<file path="src/rtl/cdc_pkg.sv">
// ----------------------------------------------------------------------------
// cdc_pkg: shared types and constants of the charge dose controller
// Mode codes, command codes, target ranges, fixed-point scaling and the
// widths of the sample sum and of the ppm divider.
// ----------------------------------------------------------------------------
package cdc_pkg;

  // Converter and update rate
  localparam int unsigned AdcBits          = 10;
  localparam int unsigned SamplesPerUpdate = 6;
  localparam int unsigned FracBits         = 16;

  // Field widths
  localparam int unsigned CmdW   = 2;
  localparam int unsigned SmpW   = 10;
  localparam int unsigned ModeW  = 3;
  localparam int unsigned PpmW   = 7;
  localparam int unsigned MlW    = 10;
  localparam int unsigned TotalW = 32;
  localparam int unsigned MinW   = 16;
  localparam int unsigned IdxW   = 3;

  // Stream data widths (whole bytes)
  localparam int unsigned InDataW  = 16;
  localparam int unsigned OutDataW = 72;

  // Sum of calibrated samples and the increment divider
  localparam int unsigned SumW   = 14;
  localparam int unsigned MagW   = SumW;
  localparam int unsigned Scale  = 50 * (2 ** (FracBits - AdcBits));
  localparam int unsigned ScaleW = $clog2(Scale + 1);
  localparam int unsigned NumW   = MagW + ScaleW;
  localparam int unsigned DenW   = 14;
  localparam int unsigned CntW   = $clog2(NumW);
  localparam int unsigned AccW   = TotalW + 1;

  // Targets
  localparam logic [PpmW-1:0] PpmMin  = PpmW'(5);
  localparam logic [PpmW-1:0] PpmMax  = PpmW'(100);
  localparam logic [PpmW-1:0] PpmStep = PpmW'(5);
  localparam logic [MlW-1:0]  MlMin   = MlW'(50);
  localparam logic [MlW-1:0]  MlMax   = MlW'(1000);
  localparam logic [MlW-1:0]  MlStep  = MlW'(50);
  localparam logic [MinW-1:0] MinMax  = '1;

  // Modes
  localparam logic [ModeW-1:0] ModeSetPpm   = 3'd0;
  localparam logic [ModeW-1:0] ModeSetMl    = 3'd1;
  localparam logic [ModeW-1:0] ModeAskStart = 3'd2;
  localparam logic [ModeW-1:0] ModeRunning  = 3'd3;
  localparam logic [ModeW-1:0] ModeFinished = 3'd4;

  // Commands
  localparam logic [CmdW-1:0] CmdChange = 2'd0;
  localparam logic [CmdW-1:0] CmdNext   = 2'd1;
  localparam logic [CmdW-1:0] CmdSample = 2'd2;

  // Sequencer states
  typedef enum logic [5:0] {
    ST_IDLE = 6'b000001,
    ST_PREP = 6'b000010,
    ST_DIV  = 6'b000100,
    ST_ACC  = 6'b001000,
    ST_CHK  = 6'b010000,
    ST_OUT  = 6'b100000
  } state_e;

endpackage

</file>
<file path="src/rtl/charge_dose_controller.sv">
// ----------------------------------------------------------------------------
// charge_dose_controller: electrolysis dose controller
// Button levels set the ppm and volume targets and step the mode; samples
// taken while running are summed and turned into a fixed-point ppm total.
// ----------------------------------------------------------------------------
// Every accepted beat gives exactly one result beat holding the whole state.
// A button beat, a sample that does not close an update, an ignored sample or
// an unused command passes through the output state before the result is loaded.
// The sample that closes an update (every sixth sample while running) passes
// through the prepare, divide, accumulate, check and output states: the ppm
// increment comes from a restoring divider that resolves one quotient bit a cycle
// over a 26-bit numerator, followed by a saturating add and the target compare.
// The input is not ready while an item is being worked on; a finished result
// waits in the output register while the next beat is accepted.
module charge_dose_controller (
  input  logic        clk_i,
  input  logic        rst_ni,
  // Configuration: calibration counts
  input  logic        cfg_we_i,
  input  logic [9:0]  cfg_wdata_i,
  // Input stream
  input  logic        s_axis_tvalid,
  output logic        s_axis_tready,
  input  logic [15:0] s_axis_tdata,  // [0] button_level, [10:1] sample_counts
  input  logic [1:0]  s_axis_tuser,  // [1:0] command
  // Output stream
  output logic        m_axis_tvalid,
  input  logic        m_axis_tready,
  output logic [71:0] m_axis_tdata   // [2:0] mode_now, [9:3] target_ppm,
                                     // [19:10] target_ml, [51:20] ppm_reached,
                                     // [67:52] minutes_run, [68] power_on
);

  cdc_pkg::state_e state_q, state_d;

  logic [cdc_pkg::SmpW-1:0]   cal_q;
  logic [cdc_pkg::ModeW-1:0]  mode_q, mode_d;
  logic [cdc_pkg::PpmW-1:0]   ppm_goal_q, ppm_goal_d;
  logic [cdc_pkg::MlW-1:0]    ml_goal_q, ml_goal_d;
  logic                       chg_lvl_q, chg_lvl_d;
  logic                       nxt_lvl_q, nxt_lvl_d;
  logic [cdc_pkg::IdxW-1:0]   idx_q, idx_d;
  logic [cdc_pkg::SumW-1:0]   sum_q, sum_d;
  logic [cdc_pkg::TotalW-1:0] total_q, total_d;
  logic [cdc_pkg::MinW-1:0]   minutes_q, minutes_d;
  logic                       drive_q, drive_d;

  // Divider
  logic                       neg_q, neg_d;
  logic [cdc_pkg::NumW-1:0]   num_q, num_d;
  logic [cdc_pkg::DenW-1:0]   den_q, den_d;
  logic [cdc_pkg::DenW-1:0]   rem_q, rem_d;
  logic [cdc_pkg::CntW-1:0]   cnt_q, cnt_d;

  // Output register
  logic                         out_valid_q, out_valid_d;
  logic [cdc_pkg::OutDataW-1:0] out_data_q, out_data_d;

  // Input fields
  logic [cdc_pkg::CmdW-1:0] cmd;
  logic                     lvl;
  logic [cdc_pkg::SmpW-1:0] smp;

  // Datapath helpers
  logic                       accept;
  logic [cdc_pkg::SumW-1:0]   sum_new;
  logic [cdc_pkg::IdxW-1:0]   idx_new;
  logic [cdc_pkg::MagW-1:0]   mag;
  logic [cdc_pkg::DenW:0]     rem_shift;
  logic [cdc_pkg::DenW:0]     rem_sub;
  logic [cdc_pkg::NumW:0]     inc;
  logic [cdc_pkg::AccW-1:0]   acc;
  logic [cdc_pkg::TotalW-1:0] goal_fix;

  assign cmd = s_axis_tuser;
  assign lvl = s_axis_tdata[0];
  assign smp = s_axis_tdata[cdc_pkg::SmpW:1];

  assign s_axis_tready = (state_q == cdc_pkg::ST_IDLE);
  assign accept        = s_axis_tvalid && s_axis_tready;
  assign m_axis_tvalid = out_valid_q;
  assign m_axis_tdata  = out_data_q;

  // Sample sum and position within the update
  assign sum_new = sum_q + cdc_pkg::SumW'(smp) - cdc_pkg::SumW'(cal_q);
  assign idx_new = idx_q + cdc_pkg::IdxW'(1);

  // Magnitude of the sum, rounding of the increment is toward zero
  assign mag = sum_q[cdc_pkg::SumW-1] ? (~sum_q + cdc_pkg::SumW'(1)) : sum_q;

  // One restoring step: shift in the next numerator bit, trial subtract
  assign rem_shift = {rem_q, num_q[cdc_pkg::NumW-1]};
  assign rem_sub   = rem_shift - {1'b0, den_q};

  // Signed increment and saturating total
  assign inc = neg_q ? (~{1'b0, num_q} + (cdc_pkg::NumW+1)'(1)) : {1'b0, num_q};
  assign acc = {total_q[cdc_pkg::TotalW-1], total_q}
             + {{(cdc_pkg::AccW-cdc_pkg::NumW-1){inc[cdc_pkg::NumW]}}, inc};
  assign goal_fix = cdc_pkg::TotalW'({ppm_goal_q, {cdc_pkg::FracBits{1'b0}}});

  // Sequencer
  always_comb begin
    state_d     = state_q;
    mode_d      = mode_q;
    ppm_goal_d  = ppm_goal_q;
    ml_goal_d   = ml_goal_q;
    chg_lvl_d   = chg_lvl_q;
    nxt_lvl_d   = nxt_lvl_q;
    idx_d       = idx_q;
    sum_d       = sum_q;
    total_d     = total_q;
    minutes_d   = minutes_q;
    drive_d     = drive_q;
    neg_d       = neg_q;
    num_d       = num_q;
    den_d       = den_q;
    rem_d       = rem_q;
    cnt_d       = cnt_q;
    out_valid_d = out_valid_q && !m_axis_tready;
    out_data_d  = out_data_q;

    case (state_q)
      cdc_pkg::ST_IDLE: begin
        if (accept) begin
          state_d = cdc_pkg::ST_OUT;
          case (cmd)
            cdc_pkg::CmdChange: begin
              if (mode_q < cdc_pkg::ModeAskStart && lvl != chg_lvl_q) begin
                chg_lvl_d = lvl;
                if (lvl) begin
                  if (mode_q == cdc_pkg::ModeSetPpm) begin
                    ppm_goal_d = (ppm_goal_q < cdc_pkg::PpmMax) ?
                                 ppm_goal_q + cdc_pkg::PpmStep : cdc_pkg::PpmMin;
                  end else begin
                    ml_goal_d = (ml_goal_q < cdc_pkg::MlMax) ?
                                ml_goal_q + cdc_pkg::MlStep : cdc_pkg::MlMin;
                  end
                end
              end
            end
            cdc_pkg::CmdNext: begin
              if (mode_q < cdc_pkg::ModeRunning && lvl != nxt_lvl_q) begin
                nxt_lvl_d = lvl;
                if (lvl) begin
                  mode_d = mode_q + cdc_pkg::ModeW'(1);
                  if (mode_q == cdc_pkg::ModeAskStart) begin
                    drive_d = 1'b1;
                  end
                end
              end
            end
            cdc_pkg::CmdSample: begin
              if (mode_q == cdc_pkg::ModeRunning) begin
                sum_d = sum_new;
                idx_d = idx_new;
                if (idx_new == cdc_pkg::IdxW'(cdc_pkg::SamplesPerUpdate)) begin
                  state_d = cdc_pkg::ST_PREP;
                end
              end
            end
            default: begin
              // unused command: state reported unchanged
            end
          endcase
        end
      end

      // Load the divider, close the update window, count the minute
      cdc_pkg::ST_PREP: begin
        neg_d = sum_q[cdc_pkg::SumW-1];
        num_d = cdc_pkg::NumW'(mag) * cdc_pkg::NumW'(cdc_pkg::Scale);
        den_d = cdc_pkg::DenW'({ml_goal_q, 3'b000}) + cdc_pkg::DenW'(ml_goal_q);
        rem_d = '0;
        cnt_d = '0;
        sum_d = '0;
        idx_d = '0;
        if (minutes_q != cdc_pkg::MinMax) begin
          minutes_d = minutes_q + cdc_pkg::MinW'(1);
        end
        state_d = cdc_pkg::ST_DIV;
      end

      // One quotient bit a cycle; the numerator register fills with quotient
      cdc_pkg::ST_DIV: begin
        if (!rem_sub[cdc_pkg::DenW]) begin
          rem_d = rem_sub[cdc_pkg::DenW-1:0];
          num_d = {num_q[cdc_pkg::NumW-2:0], 1'b1};
        end else begin
          rem_d = rem_shift[cdc_pkg::DenW-1:0];
          num_d = {num_q[cdc_pkg::NumW-2:0], 1'b0};
        end
        cnt_d = cnt_q + cdc_pkg::CntW'(1);
        if (cnt_q == cdc_pkg::CntW'(cdc_pkg::NumW - 1)) begin
          state_d = cdc_pkg::ST_ACC;
        end
      end

      // Saturating add of the increment
      cdc_pkg::ST_ACC: begin
        if (acc[cdc_pkg::AccW-1] != acc[cdc_pkg::AccW-2]) begin
          total_d = acc[cdc_pkg::AccW-1] ? {1'b1, {(cdc_pkg::TotalW-1){1'b0}}}
                                         : {1'b0, {(cdc_pkg::TotalW-1){1'b1}}};
        end else begin
          total_d = acc[cdc_pkg::TotalW-1:0];
        end
        state_d = cdc_pkg::ST_CHK;
      end

      // Target reached: power off, finished
      cdc_pkg::ST_CHK: begin
        if ($signed(total_q) >= $signed(goal_fix)) begin
          drive_d = 1'b0;
          mode_d  = cdc_pkg::ModeFinished;
        end
        state_d = cdc_pkg::ST_OUT;
      end

      // Hand the state to the output register once it is free
      cdc_pkg::ST_OUT: begin
        if (!out_valid_q || m_axis_tready) begin
          out_valid_d = 1'b1;
          out_data_d  = {3'b000, drive_q, minutes_q, total_q,
                         ml_goal_q, ppm_goal_q, mode_q};
          state_d     = cdc_pkg::ST_IDLE;
        end
      end

      default: begin
        state_d = cdc_pkg::ST_IDLE;
      end
    endcase
  end

  // Control and state registers
  always_ff @(posedge clk_i or negedge rst_ni) begin
    if (!rst_ni) begin
      state_q     <= cdc_pkg::ST_IDLE;
      cal_q       <= '0;
      mode_q      <= cdc_pkg::ModeSetPpm;
      ppm_goal_q  <= cdc_pkg::PpmMin;
      ml_goal_q   <= cdc_pkg::MlMin;
      chg_lvl_q   <= 1'b0;
      nxt_lvl_q   <= 1'b0;
      idx_q       <= '0;
      sum_q       <= '0;
      total_q     <= '0;
      minutes_q   <= '0;
      drive_q     <= 1'b0;
      cnt_q       <= '0;
      out_valid_q <= 1'b0;
    end else begin
      state_q     <= state_d;
      if (cfg_we_i) begin
        cal_q <= cfg_wdata_i;
      end
      mode_q      <= mode_d;
      ppm_goal_q  <= ppm_goal_d;
      ml_goal_q   <= ml_goal_d;
      chg_lvl_q   <= chg_lvl_d;
      nxt_lvl_q   <= nxt_lvl_d;
      idx_q       <= idx_d;
      sum_q       <= sum_d;
      total_q     <= total_d;
      minutes_q   <= minutes_d;
      drive_q     <= drive_d;
      cnt_q       <= cnt_d;
      out_valid_q <= out_valid_d;
    end
  end

  // Divider and output payload
  always_ff @(posedge clk_i) begin
    neg_q      <= neg_d;
    num_q      <= num_d;
    den_q      <= den_d;
    rem_q      <= rem_d;
    out_data_q <= out_data_d;
  end

  // Power is driven only in the running mode
  assert property (@(posedge clk_i) disable iff (!rst_ni)
    drive_q |-> (mode_q == cdc_pkg::ModeRunning))
    else $error("power on outside running mode");

  // Sample position never reaches the update length between beats
  assert property (@(posedge clk_i) disable iff (!rst_ni)
    (state_q == cdc_pkg::ST_IDLE) |-> (idx_q < cdc_pkg::IdxW'(cdc_pkg::SamplesPerUpdate)))
    else $error("sample index past update length");

  // Divider remainder stays below the divisor
  assert property (@(posedge clk_i) disable iff (!rst_ni)
    (state_q == cdc_pkg::ST_DIV) |-> (rem_q < den_q))
    else $error("divider remainder out of range");

  // Targets stay inside their ranges
  assert property (@(posedge clk_i) disable iff (!rst_ni)
    (ppm_goal_q >= cdc_pkg::PpmMin) && (ppm_goal_q <= cdc_pkg::PpmMax) &&
    (ml_goal_q >= cdc_pkg::MlMin) && (ml_goal_q <= cdc_pkg::MlMax))
    else $error("target out of range");

  // A result is loaded on leaving the output state
  assert property (@(posedge clk_i) disable iff (!rst_ni)
    (state_q == cdc_pkg::ST_OUT) && (state_d == cdc_pkg::ST_IDLE) |=> m_axis_tvalid)
    else $error("result not presented");

endmodule

</file>
<file path="config.mk">
export PLATFORM = sky130hd
export DESIGN_NAME = charge_dose_controller
export DESIGN_NICKNAME = d
export VERILOG_FILES = /design/src/rtl/cdc_pkg.sv /design/src/rtl/charge_dose_controller.sv
export SDC_FILE = /design/constraint.sdc
export NUM_CORES = 1
export LEC_CHECK = 0
export BUFFER_PORTS_ARGS = -buffer_cell sky130_fd_sc_hd__buf_4
export CORE_MARGIN = 5
export CORE_UTILIZATION = 28
export DETAILED_ROUTE_END_ITERATION = 10
export MAX_ROUTING_LAYER = met4
export SKIP_LAST_GASP = 1
export SLEW_MARGIN = 40
export SYNTH_ARGS = -nofsm -noshare
export SYNTH_HDL_FRONTEND = slang
export SYNTH_SLANG_ARGS = --single-unit
</file>
<file path="constraint.sdc">
create_clock -name clk_i -period 7.05 [get_ports clk_i]
set_clock_uncertainty 0.15 [all_clocks]
set_input_delay 1.41 -clock clk_i [delete_from_list [all_inputs] [get_ports clk_i]]
set_output_delay 1.41 -clock clk_i [all_outputs]
set_load 0.01 [all_outputs]
</file>
# Yosys cells after proc, flatten, opt, wreduce, memory -nomap -nowiden

Cells that the tools add are included.
W data, S select, Z words.

Output and inout bits: 74
Register bits after elaboration: 234
Word-level logic and storage cells: 130

Multipliers: 1
Bitwise logic cells: 3
Add/sub/neg operators: 13
Magnitude comparators: 5
Equal/unequal tests: 26
Muxes and demuxes: 41
Reductions and logical operators: 22

Operators by type and width:

| operator                | number |
|---|---|
| $mux W14                | 5 |
| $mux W32                | 2 |
| $pmux W14 S2            | 2 |
| $pmux W26 S2            | 1 |
| $mux W6                 | 6 |
| $pmux W6 S6             | 1 |
| $add A32 B27 Y33        | 1 |
| $ge A32 B24 Y1          | 1 |
| $add A27 B1 Y27 const B | 1 |
| $mux W27                | 1 |
| $not A26 Y27            | 1 |
| $mux W3                 | 8 |
| $mul A14 B5 Y19 const B | 1 |
| $reduce_and A6 Y1       | 3 |
| $add A16 B1 Y16 const B | 1 |
| $ne A16 B16 Y1 const B  | 1 |
| $sub A15 B14 Y15        | 1 |
| $add A13 B10 Y14        | 1 |
| $add A14 B1 Y14 const B | 1 |
| $add A14 B10 Y14        | 1 |
| $ne A2 B1 Y1 const B    | 7 |
| $not A14 Y14            | 1 |
| $sub A14 B10 Y14        | 1 |
| $pmux W3 S2             | 2 |
| other kinds (36)        | 60 |

# Depth between registers and ports, before layout

Depth in word-level cells: 7
Mapped depth: 20
Mapped depth without buffers: 19

# Worst setup path before layout

No wires, ideal clock.

Path type: input to register
Start: input m_axis_tready
End: register out_data_q, in the netlist m_axis_tdata[0], enable pin
Stages: 2
Arrival time: 4759 ps
Slack: 1625 ps
Buffers on the path: 0
Cell sequence: inv_1 -> a21oi_1

Longest elaborated chain between the ends: 2

Ends and longest elaborated chain:

| what                               | line                          | text |
|---|---|---|
| from (decl)                        | charge_dose_controller.sv:28  | `input logic m_axis_tready,` |
| $logic_or A1 B1 Y1                 | charge_dose_controller.sv:220 | `if (!out_valid_q \|\| m_axis_tready) begin` |
| $reduce_and A2 Y1 (no source line) | --                            |  |
| to (signal assigned)               | charge_dose_controller.sv:277 | `out_data_q <= out_data_d;` |
| to (decl)                          | charge_dose_controller.sv:57  | `logic [cdc_pkg::OutDataW-1:0] out_data_q, out_data_d;` |

No other way between the ends.
A chain may end at the register's enable or synchronous reset.

# Worst setup path in the final report

Start: register num_q[11] (netlist name)
End: register total_q[24] (netlist name)

Longest elaborated chain between the ends: 6

Ends and longest elaborated chain:

| what                                            | line                                                         | text |
|---|---|---|
| from (decl)                                     | charge_dose_controller.sv:50                                 | `logic [cdc_pkg::NumW-1:0] num_q, num_d;` |
| from (signal assigned)                          | charge_dose_controller.sv:274                                | `num_q <= num_d;` |
| $not A26 Y27                                    | charge_dose_controller.sv:96                                 | `assign inc = neg_q ? (~{1'b0, num_q} + (cdc_pkg::NumW+1)'(1)) : {1'b0, num_q};` |
| $add A27 B1 Y27                                 | charge_dose_controller.sv:96                                 |  |
| $mux W27 (*)                                    | charge_dose_controller.sv:96                                 |  |
| $add A32 B27 Y33 (*)                            | charge_dose_controller.sv:98                                 | `+ {{(cdc_pkg::AccW-cdc_pkg::NumW-1){inc[cdc_pkg::NumW]}}, inc};` |
| $mux W32 / $ne A1 B1 Y1 (equally long branches) | charge_dose_controller.sv:201, charge_dose_controller.sv:200 |  |
| $mux W32 (*)                                    | charge_dose_controller.sv:200                                | `if (acc[cdc_pkg::AccW-1] != acc[cdc_pkg::AccW-2]) begin` |
| to (signal assigned)                            | charge_dose_controller.sv:263                                | `total_q <= total_d;` |
| to (decl)                                       | charge_dose_controller.sv:44                                 | `logic [cdc_pkg::TotalW-1:0] total_q, total_d;` |

Mark *: on every way between the ends. The rest lies on a longest branch, timed or not.

==> metrics.txt <==
Global Route Usage Sum 12.0%; initial DRC count 574; Die Wd ~240 um; vias per cell between 4 and 5; Layout area overhead 17.3%; Power Density 203 nW/um^2; final hold violations 0; RSZ-0062 raised after global routing false; post-synthesis cell area 14,900 sq um; Avg Cell Area, Syn 10.1 sq um; FFs w/ async S/R, synth 47.2%; Worst Path Arrival a little under 6000 ps; Worst Setup Start Kind flop; largest net degree at the start of global routing 70; EDFF count, synth 122; CP bufs+invs 0; status finished clean; Slew Limit Fails 0; initial antenna violation count 0; DP HPWL 25.7 mm; CP required roughly 7300 ps; vias in the first global route around 11,000; Synth Warn # 0; Synth area leaders edfxtp_1 (25%), dfrtp_1 (17%), ha_1 (11%), xnor2_1 (5.6%), inv_1 (3.1%); slowest library cell on the worst path or4_1; Post-CTS Hold Buffers 0; clock root buffer clkbuf_16; Yosys reg bits 231; first-pass GRT wire length 56.0 mm; IO Port Bufs 97; register area share after synthesis between 40% and 50%; Final Non-Filler Cells between 2,000 and 2,500; Rows 84; placed cells between 2,000 and 2,500; crit-path max FO 31; CP Depth 16; leakage power between 0.007 and 0.008 uW; post-synth top area share 24.6%; layout cells sized above 1 13.7%; CTS sink count between 200 and 250; largest buffer count on any clock path 3; H-tree lvl count 1; die height 241 um; post-CTS setup buffers 0; Rel. slew slack 51.5%; most used cell, CP or4_1; DR pass1 iterations 5; DRC Markers 0; placer's final routability congestion estimate about 0.9; TritonCTS buffer count 28; CP endpoint kind flop; Final min period 5540 ps; cell family with the largest share of critical-path delay simple AND/OR/NAND/NOR gates; worst-path cell chain or4_1, nor3_1, nand3_1, or4_1, nand2b_1, o31a_1, ha_1, nand3_2, nor4_2, and2_2, nand2_1, o211ai_1, a31oi_4, mux2_4, and2_1, o32a_1; Hold Crit Depth 0; DIE AREA 58,000 sq um; fill count 5,297; clk slew on worst S/H paths 70 ps; Worst-Margin Slew 721 ps; CTS tree built; I/O pins 107; leading area contributor after synthesis edfxtp_1; final setup fails 0; Vias 10,800; Peak VDD IR 0.174 mV; diode count 0; post-CTS resize count 0; Top FF cell, synth edfxtp_1; type of the tightest min-delay check reg2reg; HP Start drive_q; Sum Neg Setup Slack 0 ps; top post-synthesis cells by count ha_1 (135), inv_1 (124), nand2_1 (124); WL final about 34 mm; Worst path max stage delay roughly 580 ps; post-synth cell types 81; Final ANT Viol Nets 0; CP Launch Point num_q[11]; max frequency 181 MHz; wire length per cell 14.9 um; most frequent cell after synthesis ha_1; core area between 50,000 and 60,000 sq um; Starting Density 28.3%; Crit Path Class reg2reg; Worst R2R Start num_q[11]; Syn Inst Count 1,483; Clk Latency, worst-skew pair 580 ps; fin nets 1,768; Reg2Reg Depth 16; grt total ovfl 0; period utilization 78.6%; max-cap check violation count 0
## routing by layer
layer / part of all wire, % / global-route usage, % / vias up
met2: 47 / 20.1 / 176
met5: 0 / - / -
met4: 2.1 / 2.39 / 0
met1: 47 / 15.7 / 5119
li1: - / - / 5479
met3: 3.8 / 1.81 / 48
## path summary, 6_finish.rpt
check	endpoint	slack, ps
worst min register to register	m_axis_tdata[68]	310
min in group asynchronous	cnt_q[2]	700
worst min-delay path	m_axis_tdata[68]	310
worst max register to register	total_q[24]	1510
max in group asynchronous	ml_goal_q[8]	4990
worst max-delay path	total_q[24]	1510
## through the flow
| stage | power, uW | hold slack, ps | setup slack, ps | instance area [sq um] | utilization [%] |
|---|---|---|---|---|---|
| floorplan | 1780 | 275 | 1620 | 14900 | - |
| global placement | 1960 | 290 | 1670 | 16400 | 31.1 |
| detailed placement | 1970 | 292 | 1560 | 16400 | 31.2 |
| CTS | 3620 | 312 | 1500 | 17500 | 33.2 |
| global route | 3700 | 329 | 1230 | 17500 | 33.2 |
| finish | 3550 | 309 | 1510 | 17500 | 33.2 |
## cell families after synthesis
group,Yosys count,share of synthesized area [%]
other,1,0.0251
AO/OA/AOI/OAI,353,15.1
multiplexers,33,2.38
AND/OR/NAND/NOR,408,13.4
XOR/XNOR,129,7.57
flip-flops,231,42.9
buffers and inverters,173,4.65
adder cells (fa/ha/maj),155,14.0
## final cells by class
type / instances / area, sq um / share of cell area (%)
Multi-Input combinational cell: 1083 / 7860 / 44.9
Clock buffer: 31 / 732 / 4.18
Inverter: 127 / 478 / 2.73
Tap cell: 688 / 861 / 4.92
Sequential cell: 231 / 6400 / 36.6
Clock inverter: 21 / 320 / 1.83
Timing Repair Buffer: 109 / 845 / 4.83
## layout by cell type (no fill, tap or decap), drive strengths merged, types with 7 or more instances in the layout
cell and count:
dfrtp 103, a21o 25, nand2b 13, o31ai 16
buf 109, and3 19, nor2b 11, inv 129
o21ai 114, o21a 18, nor3 28, a211oi 9
or2 7, clkinv 10, nand3b 11, clkbuf 31
xnor2 96, a21oi 89, fa 20, nand2 126
nand4 10, o21bai 10, nand3 44, and2 17
a31oi 19, ha 135, xor2 33, nor2 90
edfxtp 122, mux2 17, nor4 12, mux2i 16
o211ai 9
## where the power goes
part | switching, uW | internal (uW) | total [uW]
combinational | 210 | 166 | 376
sequential | 37.7 | 1520 | 1560
clock | 628 | 985 | 1610
## registers in the layout (all words and copies together) (netlist names), 10 cells and up
register / count
total_q: 32
num_q: 26
cal_q: 10
rem_q: 14
den_q: 13
sum_q: 14
m_axis_tdata: 68
minutes_q: 16
(Power assumes the default switching activity.)
